$ cat src/rmoc_pkg.sv
`timescale 1ns / 1ps

package rmoc_pkg;

    localparam int WINDOW_MAX_DEF = 64;

    localparam int SCORE_W = 32;
    localparam int SHIFT_W = 16;
    localparam int RANGE_W = 15;

    localparam int THR_W = 16;
    localparam int WLEN_W = 7;
    localparam int WARM_W = 7;

    localparam int CFG_IDX_W = 2;
    localparam int CFG_DATA_W = 16;

    localparam logic [CFG_IDX_W-1:0] CFG_THRESHOLD = 2'd0;
    localparam logic [CFG_IDX_W-1:0] CFG_WINDOW    = 2'd1;
    localparam logic [CFG_IDX_W-1:0] CFG_WARMUP    = 2'd2;

    localparam int IN_DATA_W  = 64;
    localparam int OUT_DATA_W = 96;

    // control of the cell row
    typedef struct packed {
        logic load;
        logic count;
        logic qual;
        logic shift;
    } t_cell_ctl;

endpackage

$ cat src/rmoc_cell.sv
`timescale 1ns / 1ps

module rmoc_cell #(
    parameter int N   = rmoc_pkg::WINDOW_MAX_DEF,
    parameter int IDX = 0,
    parameter int LW  = $clog2(N + 1)
) (
    input  logic                               i_clk,
    input  rmoc_pkg::t_cell_ctl                i_ctl,
    input  logic                               i_wr,
    input  logic signed [rmoc_pkg::SCORE_W-1:0] i_wdata,
    input  logic [LW-1:0]                      i_fill,
    input  logic [LW-1:0]                      i_rank,
    input  logic signed [rmoc_pkg::SCORE_W-1:0] i_c,
    input  logic                               i_a,
    input  logic                               i_m,
    output logic signed [rmoc_pkg::SCORE_W-1:0] o_c,
    output logic                               o_a,
    output logic                               o_m
);

    logic signed [rmoc_pkg::SCORE_W-1:0] r_s;
    logic signed [rmoc_pkg::SCORE_W-1:0] r_c;
    logic                                r_a;
    logic                                r_m;
    logic [LW-1:0]                       r_less;
    logic [LW-1:0]                       r_le;
    logic                                w_self;

    assign w_self = LW'(IDX) < i_fill;

    always_ff @(posedge i_clk) begin
        if (i_wr) begin
            r_s <= i_wdata;
        end
        if (i_ctl.load) begin
            r_c    <= r_s;
            r_a    <= w_self;
            r_less <= '0;
            r_le   <= '0;
        end else if (i_ctl.count) begin
            if (r_a && (r_c < r_s)) begin
                r_less <= r_less + LW'(1);
            end
            if (r_a && (r_c <= r_s)) begin
                r_le <= r_le + LW'(1);
            end
            r_c <= i_c;
            r_a <= i_a;
        end else if (i_ctl.qual) begin
            r_m <= w_self && (r_less <= i_rank) && (i_rank < r_le);
        end else if (i_ctl.shift) begin
            r_c <= i_c;
            r_m <= i_m;
        end
    end

    assign o_c = r_c;
    assign o_a = r_a;
    assign o_m = r_m;

endmodule

$ cat config.mk
export PLATFORM = sky130hd
export DESIGN_NAME = rmoc_cell
export DESIGN_NICKNAME = d
export VERILOG_FILES = /design/src/rmoc_pkg.sv /design/src/rmoc_cell.sv
export SDC_FILE = /design/constraint.sdc
export NUM_CORES = 1
export LEC_CHECK = 0
export BUFFER_PORTS_ARGS = -buffer_cell sky130_fd_sc_hd__buf_4
export CORE_ASPECT_RATIO = 0.75
export CORE_MARGIN = 2
export CORE_UTILIZATION = 52
export CTS_CLUSTER_SIZE = 12
export DETAILED_ROUTE_END_ITERATION = 8
export PLACE_DENSITY_LB_ADDON = 0.1
export SETUP_SLACK_MARGIN = 0.15
export SLEW_MARGIN = 20
export SYNTH_ARGS = -nofsm -noshare
export SYNTH_HDL_FRONTEND = slang
export SYNTH_SLANG_ARGS = --single-unit
$ cat constraint.sdc
create_clock -name i_clk -period 3 [get_ports i_clk]
set_input_delay 0.45 -clock i_clk [delete_from_list [all_inputs] [get_ports i_clk]]
set_output_delay 0.45 -clock i_clk [all_outputs]
set_load 0.01 [all_outputs]
# Word-level counts from Yosys, hierarchy flattened
# Cells that the tools add are included.
# totals
regBits,80
inputBits,86
output_inout_bits,34
elab_cells,35
# classes
n_addsub,2
order_cmp,5
eq_ne,1
muxes,8
bitwise,2
n_reduce_logical,11
# op_table
operator,n
32-bit two-way mux,4
32-bit less-or-equal comparator,1
32-bit less-than comparator,1
"7-bit by 1-bit adder with 7-bit output, second input constant",2
7-bit less-or-equal comparator,1
"1-bit by 7-bit less-than comparator with 1-bit output, first input constant",1
7-bit less-than comparator,1
2-bit AND reduction,3
1-bit logical AND,4
1-bit two-way mux,4
2-bit nonzero test,2
"3-bit by 1-bit != test with 1-bit output, second input constant",1
3-bit AND reduction,1
3-bit nonzero test,1
1-bit NOT,2

# Logic depth before layout (Yosys ltp)
# Gate-level depths: netlist (run 1).
# depth
ltp_word,4
depth_mapped,10
mapped_depth_nobuf,9

# Least setup slack after synthesis (run 1)
# OpenSTA, ideal clock, no wires.
# synth_timing
path_type,register to register
start,reg r_c (netlist bit o_c[14])
end,reg r_le[3]
setup_ns,0.121
arrival_ns,2.345
required_time_ns,2.879
slack_ns,0.534
path_stages_with_launch,10
path_buffers,1
synth_period_minus_slack_ns,2.466
cell_sequence,edfxtp_1 ha_1 a21oi_2 nand2_1 a221o_1 o31ai_2 a31oi_2 buf_4 a21oi_1 mux2_2
# synth_between
elab_chain_len,3
# synth_rtl
element,line,text
start: declaration,rmoc_cell.sv:23,logic signed [rmoc_pkg::SCORE_W-1:0] r_c;
start signal: assignment,rmoc_cell.sv:37,r_c <= r_s;
start signal: assignment,rmoc_cell.sv:48,r_c <= i_c;
start signal: assignment,rmoc_cell.sv:53,r_c <= i_c;
32-bit less-or-equal comparator,rmoc_cell.sv:45,if (r_a && (r_c <= r_s)) begin
1-bit logical AND,rmoc_cell.sv:45,
2-bit AND reduction (no line),n/a,
end signal: assignment,rmoc_cell.sv:46,r_le <= r_le + LW'(1);
end: declaration,rmoc_cell.sv:27,logic [LW-1:0] r_le;
# Every way passes these cells.
# A chain may end at the register's enable or synchronous reset.

# Worst setup path after layout (run 1)
# layout_timing
start,reg r_c (netlist bit o_c[14])
end,reg r_less[6]
# layout_between
elab_chain_len,3
# layout_rtl
element,line,text
32-bit less-than comparator,rmoc_cell.sv:42,if (r_a && (r_c < r_s)) begin
1-bit logical AND,rmoc_cell.sv:42,
2-bit AND reduction (no line),n/a,
end signal: assignment,rmoc_cell.sv:43,r_less <= r_less + LW'(1);
end: declaration,rmoc_cell.sv:26,logic [LW-1:0] r_less;
# Every way passes these cells.

==> results of run 1 <==
==> cells in the mapped netlist (2+ instances only) <==
master	n
inv_1	51
nand4_1	11
or3_1	3
mux2_2	38
nor2_1	20
ha_1	47
a21o_1	5
nand3_1	9
or4_1	2
nor3_1	5
and3_1	2
o21ai_0	12
nand2_1	11
o21a_1	3
nor4_1	3
edfxtp_1	66
a21oi_1	21
nor2b_1	3
dfxtp_1	14
nand2b_1	2
clkbuf_1	6
==> cells in the final DEF, fill, tap and decap left out, types with 3 or more instances in the layout <==
cell type,Yosys,layout
o21ai_0,12,12
nor3_1,5,4
a21oi_1,21,21
mux2_2,38,38
nor2b_1,3,3
inv_1,51,51
ha_1,47,47
nand4_1,11,11
dfxtp_1,14,14
o21a_1,3,3
nand3_1,9,9
edfxtp_1,66,66
nor2_1,20,20
or3_1,3,3
clkbuf_8,0,9
buf_4,1,121
a21o_1,5,5
nand2_1,11,11
==> cells by family (layout without fill, tap and decap cells) <==
group | after synthesis | after routing
mux | 39 | 39
buf+inv | 58 | 188
simple gates | 73 | 73
fa+ha+maj | 47 | 47
flops | 80 | 80
xor+xnor | 1 | 1
compound gates | 57 | 57
==> registers in the layout, indices dropped and copies added, names as in the netlist <==
| name | flops |
|---|---|
| o_c | 32 |
| o_a | 1 |
| r_less | 7 |
| o_m | 1 |
| r_s | 32 |
| r_le | 7 |
==> worst max-delay path: stages (launching register included) <==
cell      delay [ns]
edfxtp_1        0.42
ha_1            0.36
nand4_1         0.19
nor2_1          0.07
a221o_1         0.33
o31ai_2         0.37
a31oi_4         0.24
or4_1           0.54
a21oi_1         0.14
==> stage by stage <==
step                 util  cells  setup WS (ns)  cell area [um2]  hold slack, ns
floorplan               -    355          0.534             4250           0.456
global placement    0.664    574          0.107             5260           0.486
detailed placement  0.664    574          0.103             5260           0.490
CTS                 0.688    590          0.143             5450           0.240
global route        0.691    590          0.110             5470           0.235
finish              0.691    590          0.266             5470           0.254
==> worst paths after layout <==
path / start / end / slack, ns / cells after the start
worst max-delay path: o_c[14] / r_less[6] / 0.27 / 8
worst min-delay path: i_wdata[12] / r_s[12] / 0.25 / 1
worst max register to register: o_c[14] / r_less[6] / 0.27 / 8
worst min register to register: r_less[6] / r_less[6] / 0.50 / 2
==> power breakdown <==
group          switching, mW  leakage (nW)  internal (mW)
Combinational          0.250          1.53          0.271
Clock                  0.399        0.0901          0.375
Sequential            0.0545         0.775           1.31
==> layout make-up <==
class,count,area (um2)
Sequential cell,80,2260
Timing Repair Buffer,121,908
Clock buffer,9,124
Inverter,51,191
Tap cell,105,131
Fill cell,618,2440
Multi-Input combinational cell,217,1790
Clock inverter,7,62.6
==> metal layers <==
layer,vias to the layer above,share of wire
met4,0,0.011
met1,1465,0.46
met5,-,0
li1,1547,-
met3,10,0.082
met2,93,0.45
==> timing repair <==
| item | 4_1_cts | 5_1_grt |
|---|---|---|
| setup endpoints to repair | 4 | 7 |
| resized for setup | 1 | 4 |
| buffers inserted | 0 | 0 |
==> out/qor.csv, run 1 <==
stage,metric,value,unit
sta,worst slew pin tran,0.509,ns
critical_path,Critical Path Sink Type,flop,
synthesis,largest area contributor in the netlist,edfxtp_1,
synthesis,simple-gate share of the synthesized area,0.0858,
sta,count of pins over their slew limit,0,
sta,minimum clock period after layout,2.73,ns
synthesis,largest family of logic cells by synthesized area,adder cells,
clock_tree,Num CTS Buffers,9,
clock_tree,Clock Pin Slew Worst Setup and Hold Paths,0.08,ns
synthesis,post-synthesis cell area,4250,um2
detailed_routing,DR pass1 iterations,5,
power_and_ir_drop,total power,2.66,mW
global_route,number of global-route vias before repair,3130,
global_route,global route hottest layer,met2,
global_route,initial antenna violation count,0,
sta,maximum clock rate,366,MHz
layout,ANT cells,0,
power_and_ir_drop,Leakage,2.39,nW
clock_tree,hold buffers post-CTS,0,
synthesis,synth top area cells,"edfxtp_1, ha_1, mux2_2",
synthesis,Post-Syn Instances,355,
sta,Max Clock Skew,0.0103,ns
floorplanning,IO Pins,120,
detailed_routing,Initial DRC Count,127,
floorplanning,Die H,82.3,um
detailed_routing,routed wire length,9.58,mm
synthesis,Synth cell types,42,
layout,final net count,613,
critical_path,critical path peak fanout,14,
sta,Slew headroom,0.661,
sta,RSZ-0062 raised after global routing,yes,
placed_design,dpl hpwl,7.32,mm
synthesis,"Primary FF master, synth",edfxtp_1,
critical_path,Critical Path RT,3.30,ns
sta,period utilization,0.911,
synthesis,synth warn,0,
critical_path,Crit Path Class,flop to flop,
floorplanning,Total Die Area,8910,um2
global_route,largest net degree at the start of global routing,37,
hold_path,HP Class,input port to flop,
critical_path,worst path arrival time,3.03,ns
synthesis,Post-Syn Nets,488,
synthesis,synthesis-stage register bit count,80,
detailed_routing,Final ANT Viol Nets,0,
clock_tree,Max Buffers Root-to-Sink,2,
placed_design,gpl congestion,0.809,
power_and_ir_drop,Worst VDD drop,0.320,mV
layout,Layout area overhead,28.9,%
floorplanning,Die X-Extent,108,um
floorplanning,starting density of the core,0.536,
sta,post-route setup TNS,0,ns
status,status,"complete, no violations",
synthesis,"Avg Cell Area, Syn",12.0,um2
clock_tree,clk sinks,80,
clock_tree,CTS tree,built,
synthesis,post-synthesis xor/xnor area fraction,0.00206,
global_route,first-pass GRT wire length,15.2,mm
detailed_routing,drt drc,0,
critical_path,Worst setup SP type,flop,
floorplanning,Placement Rows,28,
placed_design,IO Port Bufs,119,
sta,Final Hold Fails,0,
layout,layout cells sized above 1,0.377,
synthesis,Adder-Cell Fraction of Synth Area,0.139,
run,Max Cap Viol,0,
sta,setup-violating endpoint count in the final report,0,
power_and_ir_drop,PwrDens,485,nW/um2
synthesis,Synth top area share,0.467,
global_route,Congestion Overflow GR,0,
synthesis,Synth async-reset ratio,0,
clock_tree,clock insertion delay at the later pin of the skew report,0.37,ns
global_route,global-route usage over all layers,0.232,
global_route,grt met2 use,0.371,
synthesis,register area share after synthesis,0.533,
detailed_routing,Avg WL per Cell,16.2,um
detailed_routing,vias per inst,5.28,
detailed_routing,routed vias,3115,
synthesis,Post-synth EDFFs,66,
clock_tree,CTS root buffer,clkbuf_8,
synthesis,post-synthesis compound-gate area fraction,0.0855,
clock_tree,H-tree depth,3,
floorplanning,Core Region,7920,um2
global_route,M1 GR Usage,0.304,
global_route,M3 GR Usage,0.0659,
synthesis,mux contribution to synthesized area,0.103,
Power figures use the tool's default switching activity.
==> run 2, diff against run 1 <==
--- a/config.mk
+++ b/config.mk
@@ -6,7 +6,6 @@
 export NUM_CORES = 1
 export LEC_CHECK = 0
 export BUFFER_PORTS_ARGS = -buffer_cell sky130_fd_sc_hd__buf_4
-export CORE_ASPECT_RATIO = 0.75
 export CORE_MARGIN = 2
 export CORE_UTILIZATION = 52
 export CTS_CLUSTER_SIZE = 12
==> out/qor.csv, run 2 (same netlist as run 1, synthesis figures left out) <==
stage,metric,value,unit
detailed_routing,Avg WL per Cell,15.4,um
floorplanning,starting density of the core,0.544,
sta,maximum clock rate,369,MHz
critical_path,Crit Path Class,flop to flop,
layout,"commonest non-fill, non-tap cell in the layout",buf_4,
sta,RSZ-0062 raised after global routing,yes,
sta,minimum clock period after layout,2.71,ns
critical_path,Worst setup SP type,flop,
floorplanning,Total Die Area,8900,um2
status,status,"complete, no violations",
layout,Final Instance Area,5480,um2
sta,count of pins over their slew limit,0,
clock_tree,CTS root buffer,clkbuf_8,
clock_tree,Clock Pin Slew Worst Setup and Hold Paths,0.09,ns
sta,PnR worst setup slack,0.288,ns
global_route,number of global-route vias before repair,3195,
placed_design,dpl hpwl,6.84,mm
floorplanning,Die H,94.4,um
placed_design,DP Worst Slack,0.189,ns
power_and_ir_drop,Worst VDD drop,0.307,mV
sta,period utilization,0.904,
floorplanning,Core Region,7810,um2
global_route,global-route usage over all layers,0.220,
layout,ANT cells,0,
clock_tree,Max Buffers Root-to-Sink,2,
critical_path,worst r2r src,o_c[14],
critical_path,critical path peak fanout,14,
detailed_routing,routed vias,3092,
critical_path,R2R setup slack,0.29,ns
detailed_routing,Final ANT Viol Nets,0,
critical_path,Critical Path Sink Type,flop,
global_route,largest net degree at the start of global routing,36,
detailed_routing,vias per inst,5.27,
clock_tree,Post-CTS Setup Bufs,0,
placed_design,IO Port Bufs,119,
floorplanning,IO Pins,120,
sta,setup-violating endpoint count in the final report,0,
critical_path,worst-case reg-to-reg path depth,8,
clock_tree,hold buffers post-CTS,0,
detailed_routing,routed wire length,9.07,mm
critical_path,Critical Path RT,3.29,ns
sta,worst slew pin tran,0.469,ns
sta,post-route setup TNS,0,ns
power_and_ir_drop,PwrDens,501,nW/um2
placed_design,dpl cell area,5250,um2
layout,Layout fillers,588,
hold_path,WHS Path Cells,1,
clock_tree,Num CTS Buffers,9,
critical_path,CP Capture Point,r_less[6],
sta,Final Hold Fails,0,
critical_path,worst path arrival time,3.00,ns
layout,final net count,613,
run,Max Cap Viol,0,
global_route,first-pass GRT wire length,14.8,mm
placed_design,gpl congestion,0.787,
clock_tree,# resized after CTS,1,
clock_tree,CTS tree,built,
detailed_routing,DR pass1 iterations,4,
sta,Slew headroom,0.688,
detailed_routing,Initial DRC Count,150,
layout,"leading cell types in the layout, fill and taps excluded","buf_4, edfxtp_1, inv_1, ha_1, mux2_2",
sta,Max Clock Skew,0.0121,ns
floorplanning,Die X-Extent,94.4,um
floorplanning,Placement Rows,32,
hold_path,HP Class,input port to flop,
critical_path,worst setup path startpoint,o_c[14],
detailed_routing,drt drc,0,
clock_tree,clk sinks,80,
layout,Layout area overhead,29.2,%
global_route,initial antenna violation count,0,
critical_path,worst r2r dst,r_less[6],
layout,layout cells sized above 1,0.371,
clock_tree,clock insertion delay at the later pin of the skew report,0.35,ns
power_and_ir_drop,Leakage,2.40,nW
global_route,Congestion Overflow GR,0,
clock_tree,H-tree depth,3,
[run 2: report_power, final]
group / total, mW / internal [mW] / switching, mW
Combinational: 0.509 / 0.269 / 0.240
Sequential: 1.36 / 1.31 / 0.0562
Clock: 0.872 / 0.470 / 0.402
Total: 2.75 / 2.05 / 0.698
[run 2: area by class of cell]
class                           count  area, um2  area share
Clock buffer                       11        131      0.0240
Clock inverter                      5       80.1      0.0146
Inverter                           51        191      0.0349
Multi-Input combinational cell    217       1780       0.325
Sequential cell                    80       2260       0.413
Tap cell                          102        128      0.0233
Timing Repair Buffer              121        908       0.166
[run 2: critical path: stages, from the launching register on]
cell	delay [ns]
edfxtp_1	0.43
ha_1	0.36
a21oi_2	0.13
nand2_1	0.07
a221o_1	0.37
o31ai_2	0.36
a31oi_4	0.23
or4_1	0.54
a21oi_1	0.15
[run 2: per-layer routing]
| layer | GRT usage | share of wire |
|---|---|---|
| met2 | 0.385 | 0.49 |
| met3 | 0.0511 | 0.071 |
| met5 | 0 | 0 |
| met1 | 0.262 | 0.42 |
| met4 | 0.0894 | 0.020 |
[run 2: how the worst min path moves through the flow]
stage,endpoint,startpoint
after floorplan,r_less[6],r_less[6]
after global placement,r_less[6],r_less[6]
after detailed placement,r_less[6],r_less[6]
after CTS,r_s[5],i_wdata[5]
after global routing,r_s[9],i_wdata[9]
final,r_s[16],i_wdata[16]
[run 2: stage by stage]
stage	power (mW)	std cells	util	hold slack, ns
2_1_floorplan	1.64	355	-	0.456
3_3_place_gp	1.88	571	0.673	0.481
3_5_place_dp	1.89	571	0.673	0.492
4_1_cts	2.76	587	0.701	0.252
5_1_grt	2.87	587	0.702	0.252
6_report	2.75	587	0.702	0.266
==> run 3, diff against run 2 <==
--- a/config.mk
+++ b/config.mk
@@ -5,12 +5,13 @@
 export SDC_FILE = /design/constraint.sdc
 export NUM_CORES = 1
 export LEC_CHECK = 0
+export ABC_AREA = 1
 export BUFFER_PORTS_ARGS = -buffer_cell sky130_fd_sc_hd__buf_4
 export CORE_MARGIN = 2
-export CORE_UTILIZATION = 52
+export CORE_UTILIZATION = 53
 export CTS_CLUSTER_SIZE = 12
 export DETAILED_ROUTE_END_ITERATION = 8
-export PLACE_DENSITY_LB_ADDON = 0.1
+export PLACE_DENSITY = 0.84
 export SETUP_SLACK_MARGIN = 0.15
 export SLEW_MARGIN = 20
 export SYNTH_ARGS = -nofsm -noshare
==> out/qor.csv, run 3 <==
stage,metric,value,unit
status,status,"complete, no violations",
synthesis,Synth top area share,0.458,
critical_path,worst setup path startpoint,o_c[23],
hold_path,worst hold start,i_wdata[20],
global_route,first-pass GRT wire length,15.6,mm
clock_tree,H-tree depth,3,
detailed_routing,routed wire length,9.53,mm
critical_path,critical path's largest stage delay,0.40,ns
synthesis,most common cell in the netlist,nand2_1,
sta,Final Hold Fails,0,
clock_tree,clk sinks,80,
synthesis,Post-synth EDFFs,66,
critical_path,Top delay family on crit path,simple AND/OR/NAND/NOR gates,
critical_path,Critical Path Sink Type,flop,
power_and_ir_drop,Leakage,2.60,nW
detailed_routing,drt drc,0,
clock_tree,# resized after CTS,0,
sta,Slew headroom,0.386,
power_and_ir_drop,Cell Int Power,1.85,mW
layout,layout cells sized above 1,0.264,
power_and_ir_drop,clock share of power,0.273,
sta,worst slew pin tran,0.921,ns
power_and_ir_drop,Sw Share,0.286,
power_and_ir_drop,Flop pwr share,0.520,
synthesis,most frequent cells after synthesis,"nand2_1, edfxtp_1, inv_1",
detailed_routing,routed vias,3496,
floorplanning,Placement Rows,32,
floorplanning,Core Region,7810,um2
power_and_ir_drop,Worst VDD drop,0.355,mV
sta,Max Clock Skew,0.0101,ns
synthesis,Post-Syn Instances,443,
floorplanning,Die X-Extent,94.3,um
detailed_routing,vias per inst,5.19,
synthesis,Synth async-reset ratio,0,
synthesis,"Avg Cell Area, Syn",9.76,um2
layout,utilization after layout,0.706,
synthesis,synth top area cells,"edfxtp_1, ha_1, nand2_1",
global_route,global-route usage over all layers,0.229,
sta,setup-violating endpoint count in the final report,0,
layout,"leading cell types in the layout, fill and taps excluded","buf_4, nand2_1, edfxtp_1, inv_1, ha_1",
sta,RSZ-0062 raised after global routing,no,
critical_path,slowest cell on the critical path,edfxtp_1,
placed_design,gpl congestion,0.875,
global_route,number of global-route vias before repair,3512,
clock_tree,Max Buffers Root-to-Sink,2,
clock_tree,hold buffers post-CTS,0,
sta,count of pins over their slew limit,0,
power_and_ir_drop,PwrDens,469,nW/um2
synthesis,post-synthesis cell area,4320,um2
critical_path,worst r2r src,o_c[23],
placed_design,dpl hpwl,7.37,mm
synthesis,synth warn,0,
global_route,initial antenna violation count,0,
synthesis,Synth cell types,31,
clock_tree,Post-CTS Setup Bufs,0,
power_and_ir_drop,Comb power frac,0.208,
detailed_routing,DR pass1 iterations,5,
critical_path,WP buf/inv,0,
layout,Final Instance Area,5510,um2
layout,Layout area overhead,27.6,%
detailed_routing,Avg WL per Cell,14.1,um
critical_path,CP dominant cell by count,nand2_1,
synthesis,largest area contributor in the netlist,edfxtp_1,
synthesis,"Primary FF master, synth",edfxtp_1,
clock_tree,CTS root buffer,clkbuf_8,
critical_path,Critical Path RT,3.29,ns
critical_path,worst path arrival time,2.38,ns
detailed_routing,Initial DRC Count,135,
synthesis,synthesis-stage register bit count,80,
hold_path,HP Class,input port to flop,
run,Max Cap Viol,0,
global_route,largest net degree at the start of global routing,65,
synthesis,register area share after synthesis,0.523,
layout,"commonest non-fill, non-tap cell in the layout",buf_4,
sta,post-route setup TNS,0,ns
clock_tree,clock insertion delay at the later pin of the skew report,0.36,ns
placed_design,dpl cell area,5340,um2
floorplanning,Total Die Area,8890,um2
critical_path,critical path peak fanout,8,
clock_tree,CTS tree,built,
clock_tree,Num CTS Buffers,9,
power_and_ir_drop,NetSw,0.739,mW
global_route,Congestion Overflow GR,0,
sta,minimum clock period after layout,2.09,ns
floorplanning,IO Pins,120,
clock_tree,Clock Pin Slew Worst Setup and Hold Paths,0.09,ns
sta,maximum clock rate,478,MHz
critical_path,Crit Path Class,flop to flop,
floorplanning,Die H,94.3,um
layout,final net count,700,
detailed_routing,Final ANT Viol Nets,0,
critical_path,"Critical Path, Cell by Cell",ha_1 > a21oi_1 > o21a_1 > nand2_1 > a21oi_1 > nand2_1 > nand2_2 > nand3_4 > nand2_1 > nand2_1 > nor2_1,
critical_path,Worst setup SP type,flop,
synthesis,Post-Syn Nets,576,
layout,ANT cells,0,
sta,period utilization,0.698,
floorplanning,starting density of the core,0.554,
placed_design,IO Port Bufs,119,
run 3: area by class of cell:
class | count | area [um2]
clock buffer | 9 | 124
clock inverter | 7 | 47.5
fill | 584 | 2290
inverter | 62 | 233
multi-input combinational | 292 | 1800
sequential | 80 | 2260
tap | 102 | 128
timing repair buffer | 122 | 916
run 3: kinds of logic (layout without fill, tap and decap cells):
kind of cell,Yosys count,in the layout,share of synthesized area
and+or+nand+nor,159,159,0.166
DFF,80,80,0.523
AOI/OAI and AO/OA,76,76,0.0923
buffers and inverters,71,200,0.0619
adders and majority gates,47,47,0.136
xor gates and xnor gates,10,10,0.0203
run 3: path summary, 6_finish.rpt:
check / endpoint / slack [ns] / depth (start not counted)
min reg2reg: r_le[4] / 0.46 / 2
max: r_less[0] / 0.91 / 11
max reg2reg: r_less[0] / 0.91 / 11
min: r_s[20] / 0.26 / 1
run 3: routing by layer:
metal  up-vias  global-route usage  wire length (um)
met5         -                   0                 0
met4         0               0.118               276
met3        21              0.0385               513
met2       121               0.407              4950
met1      1593               0.265              3790
li1       1761                   -                 -
run 3: power by group through the flow:
stage | clock (mW) | sequential (mW) | combinational (mW)
after floorplan | 0 | 1.38 | 0.274
after global placement | 0 | 1.37 | 0.511
after detailed placement | 0 | 1.37 | 0.537
after CTS | 0.721 | 1.35 | 0.540
after global routing | 0.769 | 1.35 | 0.610
final | 0.705 | 1.34 | 0.537
run 3: metrics by stage:
stage | setup WS, ns | instances | hold slack, ns | power (mW)
floorplan | 0.644 | 443 | 0.439 | 1.66
global placement | 1.04 | 658 | 0.449 | 1.88
detailed placement | 0.959 | 658 | 0.453 | 1.91
CTS | 0.929 | 674 | 0.245 | 2.61
global route | 0.693 | 674 | 0.238 | 2.73
finish | 0.907 | 674 | 0.263 | 2.59
run 3: worst reg2reg max path, stage by stage (launching register included):
cell and delay, ns:
edfxtp_1 0.40, ha_1 0.32, a21oi_1 0.18, o21a_1 0.14, nand2_1 0.08, a21oi_1 0.24
nand2_1 0.10, nand2_2 0.15, nand3_4 0.14, nand2_1 0.10, nand2_1 0.06, nor2_1 0.12
